## src/rtl/core/rna_pkg.sv

```systemverilog
package rna_pkg;

    // fixed field widths
    localparam int RADIX_BITS = 5;
    localparam int FLAG_BITS  = 2;
    localparam int CHAR_BITS  = 8;
    localparam int DIGIT_BITS = 4;

    // format flag positions
    localparam int FLAG_UNSIGNED = 0;
    localparam int FLAG_LOWER    = 1;

    // legal base range, anything outside saturates
    localparam logic [RADIX_BITS-1:0] RADIX_MIN = 5'd2;
    localparam logic [RADIX_BITS-1:0] RADIX_MAX = 5'd16;

    // ascii codes
    localparam logic [CHAR_BITS-1:0] CHAR_MINUS   = 8'h2d;
    localparam logic [CHAR_BITS-1:0] CHAR_ZERO    = 8'h30;
    localparam logic [CHAR_BITS-1:0] CHAR_UPPER_A = 8'h41;
    localparam logic [CHAR_BITS-1:0] CHAR_LOWER_A = 8'h61;
    localparam logic [DIGIT_BITS-1:0] DIGIT_TEN   = 4'd10;

    // status from the serial divider to the sequencer
    typedef struct packed {
        logic done;
        logic quot_zero;
    } div_status_t;

    // one base-16 digit to its ascii character
    function automatic logic [CHAR_BITS-1:0] digit_char(
        input logic [DIGIT_BITS-1:0] digit,
        input logic                  lower
    );
        logic [CHAR_BITS-1:0] letter_base;
        logic [DIGIT_BITS-1:0] letter_ofs;
        letter_base = lower ? CHAR_LOWER_A : CHAR_UPPER_A;
        letter_ofs  = digit - DIGIT_TEN;
        if (digit < DIGIT_TEN)
        begin
            digit_char = CHAR_ZERO + {4'b0000, digit};
        end
        else
        begin
            digit_char = letter_base + {4'b0000, letter_ofs};
        end
    endfunction

endpackage

```

## src/rtl/core/rna_in_if.sv

```systemverilog
interface rna_in_if #(
    parameter int VALUE_BITS = 32
);
    logic                               valid;
    logic                               ready;
    logic signed [VALUE_BITS-1:0]       value;
    logic [rna_pkg::RADIX_BITS-1:0]     radix;
    logic [rna_pkg::FLAG_BITS-1:0]      format_flags;

    modport source (output valid, value, radix, format_flags, input ready);
    modport sink   (input valid, value, radix, format_flags, output ready);
endinterface

```

## src/rtl/core/rna_out_if.sv

```systemverilog
interface rna_out_if;
    logic                              valid;
    logic                              ready;
    logic [rna_pkg::CHAR_BITS-1:0]     character;
    logic                              last_char;

    modport source (output valid, character, last_char, input ready);
    modport sink   (input valid, character, last_char, output ready);
endinterface

```

## src/rtl/core/rna_divider.sv

```systemverilog
// restoring divider, one quotient bit per cycle, small variable divisor
module rna_divider #(
    parameter int VALUE_BITS = 32
) (
    input  logic                                clk,
    input  logic                                rst_n,
    input  logic                                start,
    input  logic [VALUE_BITS-1:0]               dividend,
    input  logic [rna_pkg::RADIX_BITS-1:0]      base,
    output logic [VALUE_BITS-1:0]               quotient,
    output logic [rna_pkg::DIGIT_BITS-1:0]      remainder,
    output rna_pkg::div_status_t                status
);
    localparam int CNT_W = $clog2(VALUE_BITS);
    localparam logic [CNT_W-1:0] LAST_BIT = CNT_W'(VALUE_BITS - 1);

    logic [VALUE_BITS-1:0]              q_reg, q_next;
    logic [rna_pkg::DIGIT_BITS-1:0]     rem_reg, rem_next;
    logic [rna_pkg::RADIX_BITS-1:0]     base_reg;
    logic [CNT_W-1:0]                   cnt_reg;
    logic                               busy_reg;
    logic                               done_reg;
    logic                               nz_reg;
    logic [rna_pkg::RADIX_BITS-1:0]     trial;
    logic                               fits;

    function automatic logic [rna_pkg::DIGIT_BITS-1:0] rem_next_sub(
        input logic [rna_pkg::RADIX_BITS-1:0] t,
        input logic [rna_pkg::RADIX_BITS-1:0] b
    );
        logic [rna_pkg::RADIX_BITS-1:0] diff;
        diff = t - b;
        rem_next_sub = diff[rna_pkg::DIGIT_BITS-1:0];
    endfunction

    // shift next dividend bit into the partial remainder
    assign trial = {rem_reg, q_reg[VALUE_BITS-1]};
    assign fits  = (trial >= base_reg);

    always_comb
    begin
        rem_next = fits ? rem_next_sub(trial, base_reg) : trial[rna_pkg::DIGIT_BITS-1:0];
        q_next   = {q_reg[VALUE_BITS-2:0], fits};
    end

    always_ff @(posedge clk or negedge rst_n)
    begin
        if (!rst_n)
        begin
            busy_reg <= 1'b0;
            done_reg <= 1'b0;
            cnt_reg  <= '0;
            nz_reg   <= 1'b0;
        end
        else
        begin
            done_reg <= 1'b0;
            if (start)
            begin
                busy_reg <= 1'b1;
                cnt_reg  <= '0;
                nz_reg   <= 1'b0;
            end
            else if (busy_reg)
            begin
                cnt_reg <= cnt_reg + 1'b1;
                nz_reg  <= nz_reg | fits;
                if (cnt_reg == LAST_BIT)
                begin
                    busy_reg <= 1'b0;
                    done_reg <= 1'b1;
                end
            end
        end
    end

    always_ff @(posedge clk)
    begin
        if (start)
        begin
            q_reg    <= dividend;
            rem_reg  <= '0;
            base_reg <= base;
        end
        else if (busy_reg)
        begin
            q_reg   <= q_next;
            rem_reg <= rem_next;
        end
    end

    assign quotient         = q_reg;
    assign remainder        = rem_reg;
    assign status.done      = done_reg;
    assign status.quot_zero = !nz_reg;

endmodule

```

## src/rtl/core/radix_number_to_ascii.sv

```systemverilog
// radix_number_to_ascii: prints one integer as ascii text in base 2..16
// channels: number (sink) takes value, radix and format_flags; text (source)
//   gives one character per transfer, most significant first, last_char set
//   on the final character; a negative signed value is preceded by '-'
// radix below 2 is taken as 2, above 16 as 16; format_flags bit0 reads the
//   value as unsigned, bit1 selects lowercase letters
// timing: each digit takes one full run of the bit-serial divider, and the
//   first character shows only after the last digit is found; then one
//   character per cycle while text is ready (up to 33 characters for a
//   32-bit value in base 2)
// one item at a time: number.ready is high only while the sequencer is idle;
//   it rises again once the final character sits in the output register
// a stalled text receiver simply holds the output register and the digit stack
// reset clears the sequencer and the output register; no item survives it
module radix_number_to_ascii #(
    parameter int VALUE_BITS = 32
) (
    input  logic        clk,
    input  logic        rst_n,
    rna_in_if.sink      number,
    rna_out_if.source   text
);
    localparam int DCNT_W = $clog2(VALUE_BITS + 1);

    // sequencer states
    localparam logic [1:0] ST_IDLE = 2'd0;
    localparam logic [1:0] ST_DIV  = 2'd1;
    localparam logic [1:0] ST_EMIT = 2'd2;

    logic [1:0]                             state_reg, state_next;
    logic [DCNT_W-1:0]                      cnt_reg, cnt_next;
    logic                                   sign_pend_reg, sign_pend_next;
    logic                                   lower_reg;
    logic [rna_pkg::RADIX_BITS-1:0]         base_reg;
    logic                                   out_valid_reg, out_valid_next;
    logic [rna_pkg::CHAR_BITS-1:0]          char_reg, char_next;
    logic                                   last_reg, last_next;
    logic [rna_pkg::DIGIT_BITS-1:0]         stk_reg [VALUE_BITS];

    logic                                   accept;
    logic                                   slot_free;
    logic                                   push;
    logic                                   pop;
    logic                                   div_start;
    logic [VALUE_BITS-1:0]                  raw_in;
    logic [VALUE_BITS-1:0]                  mag_in;
    logic                                   neg_in;
    logic [rna_pkg::RADIX_BITS-1:0]         base_in;
    logic [rna_pkg::RADIX_BITS-1:0]         div_base;
    logic [VALUE_BITS-1:0]                  dividend;
    logic [VALUE_BITS-1:0]                  quotient;
    logic [rna_pkg::DIGIT_BITS-1:0]         remainder;
    rna_pkg::div_status_t                   div_stat;

    assign accept    = number.valid && number.ready;
    assign slot_free = !out_valid_reg || text.ready;

    // magnitude of the input; the most negative value wraps to 2^(n-1) as wanted
    assign raw_in = number.value;
    assign neg_in = !number.format_flags[rna_pkg::FLAG_UNSIGNED] && raw_in[VALUE_BITS-1];
    assign mag_in = neg_in ? (~raw_in + {{(VALUE_BITS-1){1'b0}}, 1'b1}) : raw_in;

    always_comb
    begin
        if (number.radix < rna_pkg::RADIX_MIN)
            base_in = rna_pkg::RADIX_MIN;
        else if (number.radix > rna_pkg::RADIX_MAX)
            base_in = rna_pkg::RADIX_MAX;
        else
            base_in = number.radix;
    end

    // chain divisions: each quotient feeds the next digit, same base throughout
    assign push      = (state_reg == ST_DIV) && div_stat.done;
    assign div_start = accept || (push && !div_stat.quot_zero);
    assign dividend  = accept ? mag_in : quotient;
    assign div_base  = accept ? base_in : base_reg;

    rna_divider #(
        .VALUE_BITS (VALUE_BITS)
    ) u_divider (
        .clk       (clk),
        .rst_n     (rst_n),
        .start     (div_start),
        .dividend  (dividend),
        .base      (div_base),
        .quotient  (quotient),
        .remainder (remainder),
        .status    (div_stat)
    );

    // pop a digit when the output slot frees up and the sign is out
    assign pop = (state_reg == ST_EMIT) && slot_free && !sign_pend_reg;

    always_comb
    begin
        state_next     = state_reg;
        cnt_next       = cnt_reg;
        sign_pend_next = sign_pend_reg;
        out_valid_next = out_valid_reg && !text.ready;
        char_next      = char_reg;
        last_next      = last_reg;
        case (state_reg)
            ST_IDLE:
            begin
                if (accept)
                begin
                    state_next     = ST_DIV;
                    cnt_next       = '0;
                    sign_pend_next = neg_in;
                end
            end
            ST_DIV:
            begin
                if (push)
                begin
                    cnt_next = cnt_reg + 1'b1;
                    if (div_stat.quot_zero)
                        state_next = ST_EMIT;
                end
            end
            ST_EMIT:
            begin
                if (slot_free)
                begin
                    out_valid_next = 1'b1;
                    if (sign_pend_reg)
                    begin
                        char_next      = rna_pkg::CHAR_MINUS;
                        last_next      = 1'b0;
                        sign_pend_next = 1'b0;
                    end
                    else
                    begin
                        char_next = rna_pkg::digit_char(stk_reg[0], lower_reg);
                        last_next = (cnt_reg == DCNT_W'(1));
                        cnt_next  = cnt_reg - 1'b1;
                        if (cnt_reg == DCNT_W'(1))
                            state_next = ST_IDLE;
                    end
                end
            end
            default:
            begin
                state_next = ST_IDLE;
            end
        endcase
    end

    always_ff @(posedge clk or negedge rst_n)
    begin
        if (!rst_n)
        begin
            state_reg     <= ST_IDLE;
            cnt_reg       <= '0;
            sign_pend_reg <= 1'b0;
            out_valid_reg <= 1'b0;
        end
        else
        begin
            state_reg     <= state_next;
            cnt_reg       <= cnt_next;
            sign_pend_reg <= sign_pend_next;
            out_valid_reg <= out_valid_next;
        end
    end

    // payload registers
    always_ff @(posedge clk)
    begin
        char_reg <= char_next;
        last_reg <= last_next;
        if (accept)
        begin
            lower_reg <= number.format_flags[rna_pkg::FLAG_LOWER];
            base_reg  <= base_in;
        end
    end

    // digit stack: least significant digit pushed first, top is the next to print
    always_ff @(posedge clk)
    begin
        if (push)
        begin
            stk_reg[0] <= remainder;
            for (int i = 1; i < VALUE_BITS; i++)
                stk_reg[i] <= stk_reg[i-1];
        end
        else if (pop)
        begin
            for (int i = 0; i < VALUE_BITS - 1; i++)
                stk_reg[i] <= stk_reg[i+1];
        end
    end

    assign number.ready   = (state_reg == ST_IDLE);
    assign text.valid     = out_valid_reg;
    assign text.character = char_reg;
    assign text.last_char = last_reg;

    // a new item always starts a division
    a_accept_divides: assert property (@(posedge clk) disable iff (!rst_n)
        accept |=> (state_reg == ST_DIV))
        else $error("accepted item did not enter division");

    // printing never starts with an empty stack
    a_emit_has_digits: assert property (@(posedge clk) disable iff (!rst_n)
        (state_reg == ST_EMIT) |-> (cnt_reg != '0))
        else $error("emit phase with empty digit stack");

    // the stack never holds more digits than the value has bits
    a_stack_bound: assert property (@(posedge clk) disable iff (!rst_n)
        cnt_reg <= DCNT_W'(VALUE_BITS))
        else $error("digit stack overflow");

    // the divider only reports during the division phase
    a_done_in_div: assert property (@(posedge clk) disable iff (!rst_n)
        div_stat.done |-> (state_reg == ST_DIV))
        else $error("divider finished outside division phase");

    // the sign never goes out as the final character
    a_sign_not_last: assert property (@(posedge clk) disable iff (!rst_n)
        (out_valid_reg && (char_reg == rna_pkg::CHAR_MINUS)) |-> !last_reg)
        else $error("minus sign flagged as last character");

endmodule

```

## src/flat_wrapper.sv

```systemverilog
// flat-port wrapper written by rule: the top's interface ports become plain ports
module radix_number_to_ascii_flat 
#(
    parameter int VALUE_BITS = 32
)
  (clk, rst_n, number_valid, number_value, number_radix, number_format_flags, number_ready, text_valid, text_character, text_last_char, text_ready);
  rna_in_if #(.VALUE_BITS(VALUE_BITS)) number_i ();
  rna_out_if text_i ();
  input  logic clk;
  input  logic rst_n;
  input wire logic [$bits(number_i.valid)-1:0] number_valid;
  input wire logic [$bits(number_i.value)-1:0] number_value;
  input wire logic [$bits(number_i.radix)-1:0] number_radix;
  input wire logic [$bits(number_i.format_flags)-1:0] number_format_flags;
  output wire logic [$bits(number_i.ready)-1:0] number_ready;
  output wire logic [$bits(text_i.valid)-1:0] text_valid;
  output wire logic [$bits(text_i.character)-1:0] text_character;
  output wire logic [$bits(text_i.last_char)-1:0] text_last_char;
  input wire logic [$bits(text_i.ready)-1:0] text_ready;
  assign number_i.valid = number_valid;
  assign number_i.value = number_value;
  assign number_i.radix = number_radix;
  assign number_i.format_flags = number_format_flags;
  assign number_ready = number_i.ready;
  assign text_valid = text_i.valid;
  assign text_character = text_i.character;
  assign text_last_char = text_i.last_char;
  assign text_i.ready = text_ready;
  radix_number_to_ascii #(.VALUE_BITS(VALUE_BITS)) u_core (.clk(clk), .rst_n(rst_n), .number(number_i), .text(text_i));
endmodule
```

## config.mk

```make
export PLATFORM = sky130hd
export DESIGN_NAME = radix_number_to_ascii_flat
export DESIGN_NICKNAME = d
export VERILOG_FILES = /design/src/rtl/core/rna_pkg.sv /design/src/rtl/core/rna_in_if.sv /design/src/rtl/core/rna_out_if.sv /design/src/rtl/core/rna_divider.sv /design/src/rtl/core/radix_number_to_ascii.sv /design/src/flat_wrapper.sv
export SDC_FILE = /design/constraint.sdc
export NUM_CORES = 1
export LEC_CHECK = 0
export BUFFER_PORTS_ARGS = -buffer_cell sky130_fd_sc_hd__buf_2
export CAP_MARGIN = 20
export CORE_MARGIN = 4
export CORE_UTILIZATION = 65
export CTS_BUF_LIST = sky130_fd_sc_hd__clkbuf_4 sky130_fd_sc_hd__clkbuf_8
export CTS_CLUSTER_SIZE = 16
export DETAILED_ROUTE_END_ITERATION = 12
export PLACE_DENSITY = 0.84
export SYNTH_ARGS = -nofsm -noshare
export SYNTH_HDL_FRONTEND = slang
export SYNTH_HIERARCHICAL = 1
export SYNTH_SLANG_ARGS = --single-unit
export TNS_END_PERCENT = 5
```

## constraint.sdc

```tcl
create_clock -name clk -period 26.7 [get_ports clk]
set_clock_uncertainty 0.1 [all_clocks]
set_input_delay 8.01 -clock clk [delete_from_list [all_inputs] [get_ports clk]]
set_output_delay 8.01 -clock clk [all_outputs]
set_load 0.03 [all_outputs]
```

# Word level (Yosys, flattened, before mapping)
# Memory sizes are Yosys's and may differ from the RTL's.
# Index checks and enable logic that the tools add are counted.
[classes] n_eq_ne=11 order_cmp=4 addsub=8 n_mux=73 bitwise=33 n_reduce_logical=22
[ops] cell="2-to-1 mux 32 bit" count=4
[ops] cell="2-to-1 mux 4 bit" count=32
[ops] cell="adder 32 x 1 -> 32 bit, second input constant" count=1
[ops] cell="NOT 32 bit" count=1
[ops] cell="bitwise OR 1 bit" count=32
[ops] cell="2-to-1 mux 6 bit" count=5
[ops] cell="2-to-1 mux 5 bit" count=5
[ops] cell="one-hot mux 6 bit (3 select lines)" count=1
[ops] cell="2-to-1 mux 1 bit" count=17
[ops] cell="2-to-1 mux 2 bit" count=6
[ops] cell="adder 8 x 4 -> 8 bit" count=1
[ops] cell="2-to-1 mux 8 bit" count=1
[ops] cell="!= test 2 bit, second input constant" count=4
[ops] cell="adder 6 x 4 -> 7 bit, first input constant" count=1
[ops] cell="logical AND 1 bit" count=7
[ops] cell="adder 6 x 1 -> 6 bit, second input constant" count=1
[ops] cell="equality test 6 x 1 -> 1 bit, second input constant" count=1
[ops] cell="!= test 2 x 1 -> 1 bit, second input constant" count=3
[ops] cell="one-hot mux 2 bit (3 select lines)" count=1
[ops] cell="AND reduction 6 bit" count=1
[ops] cell="subtractor 6 x 1 -> 6 bit, second input constant" count=1
[ops] cell="adder 5 x 1 -> 5 bit, second input constant" count=1
[ops] cell="equality test 5 bit, second input constant" count=1
[ops] cell=">= comparator 5 bit" count=1
[ops] cell="16 further kinds" count=22
[totals] out_inout_bits=11 regBits=74 inputBits=43 ram_bits=128 memories=1 word_cells=167
[mem_list] name="u_core.stk_reg" words=32 width=4 rd=32 rd_clocked_by_memory_dff=0 wr=32 line_no="radix_number_to_ascii.sv:38" source="logic [rna_pkg::DIGIT_BITS-1:0] stk_reg [VALUE_BITS];"

# Logic depth before layout (Yosys ltp)
# Gate-level depths: netlist (run 1).
[logic_depth] ltp_word=8 depth_mapped=9 ltp_nobuf=8

# By module
# The synthesis (run 1) kept the hierarchy.
[by_module_without_submodules] module="radix_number_to_ascii" n_inst=1 area_each_um2=7729.9 seq_area_each_um2=4464.3 cells_per_inst=594
[by_module_without_submodules] module="rna_divider" n_inst=1 area_each_um2=2218.4 seq_area_each_um2=1391.3 cells_per_inst=147

# Worst setup path after synthesis (run 1)
# OpenSTA, ideal clock, no wires.
[synth_path] kind="in2reg" start="input text_ready" end="memory u_core/stk_reg[0][0] in the netlist's numbering (enable)" arrival_time_ns=16.899 setup_time_ns=0.778 slack_ns=8.923 path_stages=3 required_ns=25.822 path_buffers=0 path_cell_list="nand2b_1 nand2_1 o21ai_0"
[synth_rtl] item="start: declaration" line_no="flat_wrapper.sv:19" source="input wire logic [$bits(text_i.ready)-1:0] text_ready;"
[synth_rtl] item="end: declaration" line_no="radix_number_to_ascii.sv:38"

==> flow_metrics.tcl, run 1 <==
set metrics [dict create \
    synth_area_leader_cell "sky130_fd_sc_hd__edfxtp_1" \
    post_synth_instance_area_mm2 0.00995 \
    height_of_the_die_um 132 \
    std_cell_rows 44 \
    cts_inserted_buffers 35 \
    cts_max_path_buffers 3 \
    min_period_ps 9900 \
    fillers 927 \
    cp-start-kind "input port" \
    grt_overflow_total 0 \
    area_share_of_the_largest_cell_type_after_synthesis_pct 52.5 \
    clk-insertion-delay-late_ps 500 \
    fmax_achieved_ghz 0.101 \
    drt_first_iter_violations 474 \
    transition_time_at_the_pin_with_the_least_slew_margin_ps 865 \
    cell_internal_pwr_mw 0.775 \
    ys_types 61 \
    timing.critical_path.required_ps 26750 \
    report.power.total_mw 1.13 \
    ioPinCount 54 \
    design.die.area_mm2 0.0173 \
    ys_seq_elements 201 \
    crit_type "input port to flop" \
    power_switching_mw 0.359 \
    globalplace.congestion 0.868 \
    drt_drc 0 \
    nNetsFinal 860 \
    min_period_over_period_pct 37.1 \
    synthCells 741 \
    max_reg_flops 128 \
    clk_pin_slew_worst_paths_ps 50 \
    cts_post_setup_buffers_inserted 0 \
    static_leakage_nw 3.80 \
    placed_standard_cell_area_mm2 0.0103 \
    number_of_global_route_vias_before_repair 6265 \
    final_layout_size_suffix_gt1_share_pct 35.9 \
    cp-end-kind "flop" \
    post_cts_hold_buffer_count 0 \
    fin_setup_tns_ps 0 \
    post_cts_resize_count 0 \
    synth-seq-area-share_pct 58.9 \
    powerDensity_mw_per_mm2 103 \
    final-setup-viol-count 0 \
    chipWidth_um 132 \
    drtPass1Iterations 5 \
    netlist_top_cells_area "sky130_fd_sc_hd__edfxtp_1, sky130_fd_sc_hd__mux2_2, sky130_fd_sc_hd__dfrtp_1, sky130_fd_sc_hd__o21ai_0, sky130_fd_sc_hd__ha_1" \
    outcome "finished, final reports clean" \
    asyncSetResetFlopFracSynth_pct 8.96 \
    buffer_ports.inserted 52 \
    grt_usage_pct 21.0 \
    tritoncts "built" \
    worst_ep_arrival_time_ps 9950 \
    instances_no_fill 1003 \
    worst_slew_slack_as_a_fraction_of_its_limit_pct 42.3 \
    route.vias.total 6109 \
    antenna_found_initial 0 \
    ctsHtreeMaxLevel 2 \
    routed_via_density 6.09 \
    clock-root-buffer "sky130_fd_sc_hd__clkbuf_8" \
    ir_drop_mv 0.0737 \
    synth-edff-count 174 \
    syn-mean-instance-area_um2 13.4 \
    totalWireLength_um 18100 \
    grt_first_pass_wirelength_um 30300 \
    detail-route-antenna-nets 0 \
    grt_max_degree 103 \
    initial_core_util_pct 67.4 \
    yosys_warnings 6 \
    switching_share_pct 31.7 \
    combinational_group_share_of_total_power_pct 30.7 \
    timing.max_cap.violations 0 \
    min-delay-path-class "flop to flop" \
    post-dp-hpwl_um 11600 \
    reg2reg_slack_ps 23130 \
    unrepaired_setup_endpoints_after_global_routing "no" \
    routed_wire_length_per_instance_um 18.0 \
    worstPathMaxFanout 72 \
    numClockSinks 201 \
    clock_power_share_pct 23.7 \
    finalHoldViolations 0 \
    dp_slack_ps 16050 \
    core-area_mm2 0.0148 \
    seq_power_share_pct 45.6 \
    postLayoutSetupSlackWorst_ps 16800 \
    synthToLayoutAreaGrowth_pct 11.0 \
    design_area_mm2 0.0110 \
    place_inst 944 \
    n_antenna_cell 0 \
    final_max_slew_viol_count 0 \
    postSynth.topFlopCell "sky130_fd_sc_hd__edfxtp_1" \
    postSynthNetCount 803 \
]
## cells in the mapped netlist (3+ instances only)
cell and count:
sky130_fd_sc_hd__or4_1 3, sky130_fd_sc_hd__ha_1 18, sky130_fd_sc_hd__xor2_1 22, sky130_fd_sc_hd__buf_2 13, sky130_fd_sc_hd__nor4_1 3, sky130_fd_sc_hd__a21oi_1 22
sky130_fd_sc_hd__nor2_1 32, sky130_fd_sc_hd__or3_1 3, sky130_fd_sc_hd__mux2_2 156, sky130_fd_sc_hd__nand2_1 57, sky130_fd_sc_hd__nand4_1 3, sky130_fd_sc_hd__or2_2 6
sky130_fd_sc_hd__inv_1 24, sky130_fd_sc_hd__edfxtp_1 174, sky130_fd_sc_hd__o21ai_1 6, sky130_fd_sc_hd__a211oi_1 4, sky130_fd_sc_hd__nor3_1 12, sky130_fd_sc_hd__nand2b_1 5
sky130_fd_sc_hd__xnor2_1 14, sky130_fd_sc_hd__buf_1 6, sky130_fd_sc_hd__nor2b_1 3, sky130_fd_sc_hd__nand3_1 4, sky130_fd_sc_hd__o31ai_1 9, sky130_fd_sc_hd__dfrtp_1 18
sky130_fd_sc_hd__nand4b_1 3, sky130_fd_sc_hd__mux2i_1 5, sky130_fd_sc_hd__a31oi_1 6, sky130_fd_sc_hd__nor3b_1 3, sky130_fd_sc_hd__o21ai_0 46, sky130_fd_sc_hd__dfxtp_1 9
sky130_fd_sc_hd__clkbuf_1 18
## metal layers
layer,global-route usage (%),vias to the layer above,part of all wire [%]
met2,34.2,201,49
li1,-,2885,-
met1,28.1,2988,43
met4,7.58,0,2.1
met3,4.36,35,5.9
met5,0,-,0
## kinds of logic (layout without fill, tap and decap cells)
logic type | Yosys count | in the layout | share of synthesized area [%]
xor+xnor | 36 | 36 | 3.17
compound gates | 112 | 112 | 7.18
simple gates | 146 | 146 | 7.32
flops | 201 | 201 | 58.9
mux | 162 | 162 | 18.3
buf+inv | 64 | 142 | 2.65
other cells | 1 | 1 | 0.0377
fa+ha+maj | 19 | 19 | 2.47
## through the flow
| step | util [%] | hold WS (ps) |
|---|---|---|
| 3_5_place_dp | 70.1 | 341 |
| 2_1_floorplan | - | 318 |
| 3_3_place_gp | 70.1 | 330 |
| 6_report | 74.8 | 357 |
| 5_1_grt | 74.8 | 374 |
| 4_1_cts | 74.6 | 364 |
## final timing paths
| check | startpoint | to | depth (start not counted) |
|---|---|---|---|
| hold / removal | u_core/stk_reg[7][11] | u_core/stk_reg[7][15] | 0 |
| setup reg to reg | u_core/state_reg[1] | u_core/stk_reg[1][15] | 7 |
| setup / recovery | text_ready | u_core/stk_reg[5][7] | 6 |
| hold reg to reg | u_core/stk_reg[7][11] | u_core/stk_reg[7][15] | 0 |
| max in group asynchronous | rst_n | u_core/u_divider/cnt_reg[0] | 1 |
| min in group asynchronous | rst_n | u_core/u_divider/nz_reg | 1 |
## area by class of cell
cell class	count	area [um2]	share of cell area [%]
clock buffer	46	583	5.28
clock inverter	12	81.3	0.737
inverter	25	93.8	0.850
multi-input combinational	476	3860	35.0
sequential	201	5860	53.0
tap	184	230	2.09
timing repair buffer	59	333	3.02
## critical path, cell delays in order
cell                       delay (ps)
sky130_fd_sc_hd__buf_2             70
sky130_fd_sc_hd__nand2b_1         150
sky130_fd_sc_hd__nand2_1          160
sky130_fd_sc_hd__o21ai_4          630
sky130_fd_sc_hd__buf_4            520
sky130_fd_sc_hd__buf_16           340
## power by group through the flow
stage	Clock [mW]	Combinational, mW	Sequential, mW
2_1_floorplan	0	0.267	0.533
3_3_place_gp	0	0.318	0.516
3_5_place_dp	0	0.340	0.522
4_1_cts	0.277	0.342	0.518
5_1_grt	0.291	0.384	0.526
6_report	0.269	0.348	0.517
## cell usage in the layout (no fill, tap or decap), drive strengths merged, types with 6 or more instances in the layout
| master | n |
|---|---|
| xnor2 | 14 |
| buf | 59 |
| clkbuf | 46 |
| dfrtp | 18 |
| nor3 | 12 |
| dfxtp | 9 |
| or2 | 6 |
| nor2 | 32 |
| clkinv | 12 |
| ha | 18 |
| mux2 | 157 |
| o31ai | 9 |
| inv | 24 |
| a31oi | 6 |
| xor2 | 22 |
| a21oi | 22 |
| nand2 | 57 |
| edfxtp | 174 |
| nand2b | 6 |
| o21ai | 53 |
Note: power is estimated with default switching activity, not from simulation.
==> run 2: changes to the inputs <==
--- a/config.mk
+++ b/config.mk
@@ -8,11 +8,11 @@
 export BUFFER_PORTS_ARGS = -buffer_cell sky130_fd_sc_hd__buf_2
 export CAP_MARGIN = 20
 export CORE_MARGIN = 4
-export CORE_UTILIZATION = 65
+export CORE_UTILIZATION = 57
 export CTS_BUF_LIST = sky130_fd_sc_hd__clkbuf_4 sky130_fd_sc_hd__clkbuf_8
 export CTS_CLUSTER_SIZE = 16
 export DETAILED_ROUTE_END_ITERATION = 12
-export PLACE_DENSITY = 0.84
+export PLACE_DENSITY = 0.78
 export SYNTH_ARGS = -nofsm -noshare
 export SYNTH_HDL_FRONTEND = slang
 export SYNTH_HIERARCHICAL = 1
==> constraint.sdc (replaced) <==
create_clock -name clk -period 8.35 [get_ports clk]
set_clock_uncertainty 0.1 [all_clocks]
set_input_delay 2.505 -clock clk [delete_from_list [all_inputs] [get_ports clk]]
set_output_delay 2.505 -clock clk [all_outputs]
set_load 0.03 [all_outputs]
==> flow_metrics.tcl, run 2 (synthesis gave the netlist of run 1 again) <==
set metrics [dict create \
    core-area_mm2 0.0172 \
    report.power.total_mw 3.69 \
    nNetsFinal 861 \
    initial_core_util_pct 57.9 \
    detail-route-antenna-nets 0 \
    clock-root-buffer "sky130_fd_sc_hd__clkbuf_8" \
    crit_start "u_core/state_reg[1]" \
    crit_path_cell_trace "inv_1 -> ha_1 -> nand2_2 -> clkinv_1 -> nor3_2 -> buf_4 -> mux2_2" \
    worst_ep_arrival_time_ps 4920 \
    unrepaired_setup_endpoints_after_global_routing "no" \
    most-common-layout-cells "sky130_fd_sc_hd__edfxtp_1, sky130_fd_sc_hd__mux2_2, sky130_fd_sc_hd__nand2_1" \
    worst_slew_slack_as_a_fraction_of_its_limit_pct 30.4 \
    worstPathMaxFanout 56 \
    height_of_the_die_um 140 \
    critical_path.max_stage_delay_ps 890 \
    routed_via_density 5.70 \
    clk-insertion-delay-late_ps 520 \
    powerDensity_mw_per_mm2 330 \
    cp_num_buf_inv 3 \
    ioPinCount 54 \
    final_max_slew_viol_count 0 \
    tritoncts "built" \
    n_antenna_cell 0 \
    finalHoldViolations 0 \
    synthToLayoutAreaGrowth_pct 12.4 \
    post_cts_resize_count 0 \
    cts_post_setup_buffers_inserted 0 \
    antenna_found_initial 0 \
    outcome "finished, final reports clean" \
    buffer_ports.inserted 52 \
    critical-path-slowest-cell "sky130_fd_sc_hd__clkinv_1" \
    hold_start "u_core/stk_reg[7][11]" \
    totalWireLength_um 17600 \
    final-setup-viol-count 0 \
    cp-start-kind "flop" \
    max_reg_flops 128 \
    final_layout_size_suffix_gt1_share_pct 36.4 \
    post_cts_hold_buffer_count 0 \
    grt_first_pass_wirelength_um 29800 \
    ir_drop_mv 0.189 \
    final_common_cell "sky130_fd_sc_hd__edfxtp_1" \
    grt_overflow_total 0 \
    routed_wire_length_per_instance_um 16.8 \
    clk_pin_slew_worst_paths_ps 60 \
    number_of_global_route_vias_before_repair 6204 \
    std_cell_rows 48 \
    post-dp-hpwl_um 11800 \
    ctsHtreeMaxLevel 2 \
    numClockSinks 201 \
    grt_max_degree 94 \
    fin_setup_tns_ps 0 \
    design.die.area_mm2 0.0196 \
    min_period_over_period_pct 57.1 \
    fmax_achieved_ghz 0.210 \
    final_util_pct 65.1 \
    static_leakage_nw 3.84 \
    grt_usage_pct 18.2 \
    min_period_ps 4770 \
    min-delay-path-class "flop to flop" \
    crit_type "flop to flop" \
    cts_max_path_buffers 3 \
    route.vias.total 5988 \
    drtPass1Iterations 6 \
    timing.critical_path.max_delay_family "buffers and inverters" \
    cts_inserted_buffers 36 \
    globalplace.congestion 0.924 \
    chipWidth_um 140 \
    timing.rr.start "u_core/state_reg[1]" \
    cp-end-kind "flop" \
    transition_time_at_the_pin_with_the_least_slew_margin_ps 1040 \
    timing.critical_path.required_ps 8500 \
    drt_drc 0 \
    drt_first_iter_violations 297 \
    timing.max_cap.violations 0 \
]
run 2: cell count changes in the layout (fill, tap and decap cells not counted), sizes merged:
cell / change
clkbuf: +13
clkinv: -7
inv: +1
run 2: worst paths after layout:
kind	endpoint	slack, ps	cells after the start
max	u_core/stk_reg[3][10]	3580	7
min	u_core/stk_reg[7][15]	340	0
max reg2reg	u_core/stk_reg[3][10]	3580	7
min reg2reg	u_core/stk_reg[7][15]	340	0
max in group asynchronous	u_core/sign_pend_reg	5990	1
min in group asynchronous	u_core/text.valid	1830	1
run 2: worst register-to-register path: cells and delay by family (launching register included):
| kind | cells | cell delay [ps] |
|---|---|---|
| buf+inv | 3 | 1670 |
| simple gates | 2 | 1590 |
| mux | 1 | 430 |
| flops | 1 | 400 |
| fa+ha+maj | 1 | 330 |
run 2: metrics by stage:
| step | setup WS, ps | cell area (um2) | hold slack [ps] | std cells |
|---|---|---|---|---|
| detailed placement | 3090 | 10400 | 344 | 985 |
| global route | 3180 | 11200 | 358 | 1051 |
| CTS | 3550 | 11200 | 343 | 1050 |
| floorplan | 1820 | 9950 | 318 | 741 |
| finish | 3580 | 11200 | 343 | 1051 |
| global placement | 3090 | 10400 | 328 | 984 |
run 2: metal layers:
layer | wire [um] | track usage [%]
met1 | 7460 | 23.1
met5 | 0 | 0
met4 | 332 | 5.76
met3 | 955 | 4.71
met2 | 8900 | 30.8
run 2: cell type report:
| cell class | count | area, um2 |
|---|---|---|
| clock buffers | 59 | 699 |
| clock inverters | 6 | 55.1 |
| fillers | 1320 | 5990 |
| inverters | 25 | 93.8 |
| multi-input cells | 476 | 3860 |
| flip-flops and latches | 201 | 5860 |
| well taps | 225 | 282 |
| repair buffers | 59 | 337 |
run 2: power breakdown:
group          total [mW]  internal [mW]  switching [mW]
combinational        1.09          0.502           0.592
clock               0.944          0.559           0.385
sequential           1.65           1.49           0.158
